**config.mk**
```make
export PLATFORM = sky130hd
export DESIGN_NAME = fvsl_ctrl
export DESIGN_NICKNAME = d
export VERILOG_FILES = /design/src/design/fvsl_pkg.sv /design/src/design/fvsl_ctrl.sv
export SDC_FILE = /design/constraint.sdc
export NUM_CORES = 1
export LEC_CHECK = 0
export ABC_AREA = 1
export BUFFER_PORTS_ARGS = -buffer_cell sky130_fd_sc_hd__buf_2
export CAP_MARGIN = 30
export CORE_MARGIN = 8
export CORE_UTILIZATION = 30
export DETAILED_ROUTE_END_ITERATION = 8
export MAX_ROUTING_LAYER = met4
export SLEW_MARGIN = 10
export SYNTH_ARGS = -nofsm -noshare
export SYNTH_HDL_FRONTEND = slang
export SYNTH_SLANG_ARGS = --single-unit
```
**constraint.sdc**
```tcl
create_clock -name clk -period 1.1 [get_ports clk]
set_input_delay 0.11 -clock clk [delete_from_list [all_inputs] [get_ports clk]]
set_output_delay 0.11 -clock clk [all_outputs]
set_load 0.005 [all_outputs]
```
**src/design/fvsl_pkg.sv**
```systemverilog
// Shared types, widths, codes and controller encodings for the file view seek locator.
package fvsl_pkg;

  // Table depth default
  localparam int DEF_TABLE_DEPTH = 64;

  // Field widths
  localparam int OFFSET_W = 32;
  localparam int ELEM_W   = 13;
  localparam int BYTES_W  = OFFSET_W + ELEM_W;  // scaled offset, below 2^45
  localparam int LEN_W    = 32;
  localparam int SLOT_W   = 6;
  localparam int START_W  = 48;
  localparam int DISP_W   = 40;
  localparam int BIU_W    = 7;
  localparam int PROD_W   = 64;
  localparam int ACC_W    = 32 + BYTES_W;       // extent times quotient
  localparam int CFG_DW   = 64;
  localparam int CFG_AW   = 6;

  // Divider runs one quotient bit per cycle
  localparam int DIV_STEPS = BYTES_W;
  localparam int DIV_CNT_W = 6;

  localparam logic [START_W-1:0] START_MAX = {START_W{1'b1}};

  // Item kinds carried in tuser
  localparam logic KIND_LOAD = 1'b0;
  localparam logic KIND_SEEK = 1'b1;

  // Configuration register indexes
  typedef enum logic [2:0] {
    REG_VIEW_BYTES    = 3'd0,
    REG_VIEW_EXTENT   = 3'd1,
    REG_VIEW_DISP     = 3'd2,
    REG_ELEMENT_BYTES = 3'd3,
    REG_BLOCKS_IN_USE = 3'd4
  } reg_idx_t;

  // Controller states
  typedef enum logic [3:0] {
    ST_IDLE,
    ST_MUL_BYTES,
    ST_DIV_LOAD,
    ST_DIV,
    ST_MUL_LO,
    ST_MUL_HI,
    ST_ADD_HI,
    ST_ADD_DISP,
    ST_WALK_RD,
    ST_WALK_CHK,
    ST_FINISH
  } state_t;

  // Multiplier operand select
  typedef enum logic [1:0] {
    MS_BYTES,
    MS_LO,
    MS_HI
  } mul_sel_t;

  // Commands from controller to datapath
  typedef struct packed {
    logic     capture;
    logic     tbl_wr;
    logic     mul_en;
    mul_sel_t mul_sel;
    logic     div_init;
    logic     div_step;
    logic     acc_init;
    logic     acc_add;
    logic     start_calc;
    logic     walk_init;
    logic     walk_rd;
    logic     walk_chk;
    logic     set_err;
    logic     out_load;
  } cmd_t;

  // Status from datapath to controller
  typedef struct packed {
    logic count_zero;
    logic walk_hit;
    logic walk_last;
  } sts_t;

endpackage

```
**src/design/fvsl_ctrl.sv**
```systemverilog
// Sequencing state machine for the seek locator: accept, multiply, divide, start, walk, deliver.
module fvsl_ctrl (
  input  logic            clk,
  input  logic            rst_n,
  input  logic            in_valid,
  input  logic            in_kind,
  input  logic            view_zero,
  output logic            in_ready,
  input  logic            out_ready,
  output logic            out_valid,
  input  fvsl_pkg::sts_t  sts,
  output fvsl_pkg::cmd_t  cmd
);

  fvsl_pkg::state_t state_r, state_nxt;
  logic [fvsl_pkg::DIV_CNT_W-1:0] cnt_r, cnt_nxt;
  logic out_valid_r, out_valid_nxt;
  logic accept;

  assign in_ready  = (state_r == fvsl_pkg::ST_IDLE);
  assign accept    = in_valid && in_ready;
  assign out_valid = out_valid_r;

  // State, step counter and result valid registers
  always_ff @(posedge clk) begin
    if (!rst_n) begin
      state_r     <= fvsl_pkg::ST_IDLE;
      cnt_r       <= '0;
      out_valid_r <= 1'b0;
    end else begin
      state_r     <= state_nxt;
      cnt_r       <= cnt_nxt;
      out_valid_r <= out_valid_nxt;
    end
  end

  // Next state and commands
  always_comb begin
    state_nxt = state_r;
    cnt_nxt   = cnt_r;
    cmd       = '0;
    cmd.mul_sel = fvsl_pkg::MS_BYTES;

    case (state_r)
      fvsl_pkg::ST_IDLE: begin
        if (accept) begin
          if (in_kind == fvsl_pkg::KIND_LOAD) begin
            cmd.tbl_wr = 1'b1;
          end else if (!view_zero) begin
            cmd.capture = 1'b1;
            state_nxt   = fvsl_pkg::ST_MUL_BYTES;
          end
        end
      end
      fvsl_pkg::ST_MUL_BYTES: begin
        cmd.mul_en  = 1'b1;
        cmd.mul_sel = fvsl_pkg::MS_BYTES;
        state_nxt   = fvsl_pkg::ST_DIV_LOAD;
      end
      fvsl_pkg::ST_DIV_LOAD: begin
        cmd.div_init = 1'b1;
        cnt_nxt      = '0;
        state_nxt    = fvsl_pkg::ST_DIV;
      end
      fvsl_pkg::ST_DIV: begin
        cmd.div_step = 1'b1;
        cnt_nxt      = cnt_r + 1'b1;
        if (cnt_r == fvsl_pkg::DIV_CNT_W'(fvsl_pkg::DIV_STEPS - 1)) begin
          state_nxt = fvsl_pkg::ST_MUL_LO;
        end
      end
      fvsl_pkg::ST_MUL_LO: begin
        cmd.mul_en  = 1'b1;
        cmd.mul_sel = fvsl_pkg::MS_LO;
        state_nxt   = fvsl_pkg::ST_MUL_HI;
      end
      fvsl_pkg::ST_MUL_HI: begin
        cmd.mul_en   = 1'b1;
        cmd.mul_sel  = fvsl_pkg::MS_HI;
        cmd.acc_init = 1'b1;
        state_nxt    = fvsl_pkg::ST_ADD_HI;
      end
      fvsl_pkg::ST_ADD_HI: begin
        cmd.acc_add = 1'b1;
        state_nxt   = fvsl_pkg::ST_ADD_DISP;
      end
      fvsl_pkg::ST_ADD_DISP: begin
        cmd.start_calc = 1'b1;
        cmd.walk_init  = 1'b1;
        if (sts.count_zero) begin
          cmd.set_err = 1'b1;
          state_nxt   = fvsl_pkg::ST_FINISH;
        end else begin
          state_nxt = fvsl_pkg::ST_WALK_RD;
        end
      end
      fvsl_pkg::ST_WALK_RD: begin
        cmd.walk_rd = 1'b1;
        state_nxt   = fvsl_pkg::ST_WALK_CHK;
      end
      fvsl_pkg::ST_WALK_CHK: begin
        cmd.walk_chk = 1'b1;
        if (sts.walk_hit && sts.walk_last) begin
          cmd.set_err = 1'b1;
          state_nxt   = fvsl_pkg::ST_FINISH;
        end else if (sts.walk_hit) begin
          state_nxt = fvsl_pkg::ST_WALK_RD;
        end else begin
          state_nxt = fvsl_pkg::ST_FINISH;
        end
      end
      fvsl_pkg::ST_FINISH: begin
        // wait for the output register to free up
        if (!out_valid_r || out_ready) begin
          cmd.out_load = 1'b1;
          state_nxt    = fvsl_pkg::ST_IDLE;
        end
      end
      default: begin
        state_nxt = fvsl_pkg::ST_IDLE;
      end
    endcase

    // Result valid: set on load, cleared on transfer
    if (cmd.out_load) begin
      out_valid_nxt = 1'b1;
    end else if (out_valid_r && out_ready) begin
      out_valid_nxt = 1'b0;
    end else begin
      out_valid_nxt = out_valid_r;
    end
  end

endmodule

```
==> results_dict.tcl <==
set metrics [dict create \
    pwr-share-seq_pct 35.3 \
    cp_top_family "simple AND/OR/NAND/NOR gates" \
    synthDistinctLibCells 20 \
    synth_cells 125 \
    r2r-end "state_r[2]$_SDFFE_PN0P_" \
    p_leak_nw 0.610 \
    clk_latency_ns 0.27 \
    syn_area_um2 763 \
    start_kind "flop" \
    ys_warn_count 0 \
    rrSetupSlack_ns -0.10 \
    worst_path_largest_cell_delay_ns 0.38 \
    p_clk_share_pct 20.8 \
    yosys.area.top_type "dfxtp_1" \
    p_sw_share_pct 38.1 \
    dp_hpwl_mm 1.76 \
    diodes 0 \
    gr-usage-all-layers_pct 11.2 \
    endpoint_kind "primary output" \
    hold_buffers 0 \
    synthTopCellsByArea "dfxtp_1 (29%), nor2_1 (13%), nand2_1 (13%)" \
    use_met2_pct 18.5 \
    drcViolationCount 0 \
    use_met1_pct 13.5 \
    path_buf_inv 2 \
    tritoncts "done" \
    max-slew-margin-rel_pct 81.2 \
    drv_slew 0 \
    holdPathEnd "cnt_r[0]$_SDFFE_PN0P_" \
    first_global_vias 938 \
    start_util_pct 31.1 \
    top_usage_layer "met2" \
    layout_common_cells "buf_2 (25), nand2_1 (20), nor2_1 (17)" \
    p_int_mw 0.850 \
    die_w_um 66.4 \
    area_growth_pct 64.3 \
    ant_nets 0 \
    gp_congestion 0.878 \
    path_class "reg2out" \
    die_area_mm2 0.00441 \
    synth.avg_cell_area_um2 6.11 \
    h-tree-depth 1 \
    cp_slowest_cell "dfxtp_4" \
    hold_viol 0 \
    ys_ff_latch 11 \
    ir_worst_vdd_mv 0.557 \
    finalSetupViolations 23 \
    yosysSeqAreaShare_pct 28.9 \
    rsz0062_at_grt "yes" \
    synth_top_area_share_pct 28.9 \
    routed_wl_mm 2.50 \
    drtIter0Drc 49 \
    cts_inserted_buffers 3 \
    pwr-share-comb_pct 43.9 \
    synthesis.nets 136 \
    clock-root-buffer "clkbuf_4" \
    setup_ws_ns -0.232 \
    met3_usage_pct 2.20 \
    path_clk_slew_ns 0.08 \
    min_path_type "in2reg" \
    r2r_cells 7 \
    min_from "rst_n" \
    clockBufferDepth 2 \
    fin_crit_sh_pct 121 \
    antenna_found_initial 0 \
    fmax_mhz 751 \
    crit_path_cell_trace "nor2_4 > inv_4 > nor2_4 > nand2_1 > nor2_1 > buf_2" \
    ios 26 \
    violations "setup timing" \
    critPathArrivalTime_ns 1.22 \
    crit_required_ns 0.99 \
    fp.coreArea_mm2 0.00245 \
    vias_per_cell 4.55 \
    wl_per_cell_um 12.5 \
    status "finished, violations left" \
    tightest_slew_ns 0.282 \
    port_buffers 25 \
    hold_depth 3 \
    mostFrequentLayoutCell "buf_2" \
    path_common_cell "nor2_4" \
    via_count 905 \
    clock_sinks 11 \
    drive_gt1_share_pct 55.6 \
    power_density_mw_per_mm2 1100 \
    critPathMaxFanout 4 \
    drv_cap 0 \
    critical_path.reg2reg.startpoint "state_r[3]$_SDFFE_PN0P_" \
    nNetsFinal 181 \
    die_height_um 66.4 \
    grt_start_max_net_pins 8 \
    min_period_ns 1.33 \
    first_pass_iters 4 \
    whs_ns 0.0870 \
    overflow 0 \
    switching_power_mw 0.524 \
    dp_slack_ns -0.125 \
    rows 18 \
    fin_skew_ns 0.00980 \
    grt_first_pass_wirelength_mm 3.88 \
]
[power by group through the flow]
| stage | clock network [mW] | registers (mW) | logic (mW) |
|---|---|---|---|
| floorplan | 0 | 0.446 | 0.234 |
| global placement | 0 | 0.472 | 0.346 |
| detailed placement | 0 | 0.473 | 0.348 |
| CTS | 0.298 | 0.476 | 0.457 |
| global route | 0.315 | 0.487 | 0.661 |
| finish | 0.286 | 0.485 | 0.603 |
[sequential cells by signal, indices dropped and copies added (netlist names)]
name and count:
cnt_r 6, out_valid 1, state_r 4
[metrics by stage]
stage / utilization (%) / setup TNS, ns / cells / instance area [µm²] / power [mW]
2_1_floorplan: - / 0 / 125 / 763 / 0.680
3_3_place_gp: 40.4 / -1.14 / 188 / 992 / 0.818
3_5_place_dp: 40.4 / -1.44 / 188 / 992 / 0.821
4_1_cts: 45.4 / -2.79 / 197 / 1110 / 1.23
5_1_grt: 51.1 / -4.30 / 199 / 1250 / 1.46
6_report: 51.1 / -2.69 / 199 / 1250 / 1.37
[cells by family (layout without fill, tap and decap cells)]
logic type / count (synthesis) / in the layout / synth area share [%]
DFF: 11 / 11 / 28.9
adders and majority gates: 2 / 2 / 3.28
AOI/OAI and AO/OA: 10 / 10 / 6.56
buffers and inverters: 25 / 69 / 15.1
and+or+nand+nor: 77 / 77 / 46.2
[worst min-delay path: stages]
cell and delay (ns):
buf_2 0.11, o21ai_1 0.06, a21oi_1 0.04
[per-layer routing]
layer / share of wire [%] / up-vias
met1: 46 / 406
met4: 0.68 / 0
met2: 50 / 22
met5: 0 / -
li1: - / 475
met3: 3.4 / 2
[Yosys cell counts, drive strengths merged]
master,instances
o21ai,5
nand2,29
a21oi,5
ha,2
nand3b,1
nor2,30
clkinv,1
dfxtp,11
inv,20
nand3,9
nand4,3
nor3,5
clkbuf,1
buf,3
[worst max path at each step]
stage / depth (start not counted) / startpoint / end
detailed placement: 5 / state_r[1]$_SDFFE_PN0P_ / cnt_r[2]$_SDFFE_PN0P_
global placement: 6 / state_r[1]$_SDFFE_PN0P_ / cmd[13]
floorplan: 3 / state_r[2]$_SDFFE_PN0P_ / cmd[11]
global route: 6 / state_r[0]$_SDFFE_PN0P_ / cmd[13]
CTS: 6 / state_r[1]$_SDFFE_PN0P_ / cmd[13]
finish: 6 / state_r[0]$_SDFFE_PN0P_ / cmd[13]
[cell type report]
type / count / area [µm²]
repair buffers: 44 / 292
fillers: 253 / 1200
multi-input cells: 89 / 574
inverters: 21 / 86.3
well taps: 30 / 37.5
flip-flops and latches: 11 / 238
clock buffers: 4 / 26.3
[timing repair]
| item | 4_1_cts | 5_1_grt |
|---|---|---|
| endpoints found under the setup margin | 26 | 26 |
| buffers inserted | 5 | 2 |
| gates resized for setup | 30 | 38 |
| pin swaps | 6 | 10 |
Power figures use the tool's default switching activity.
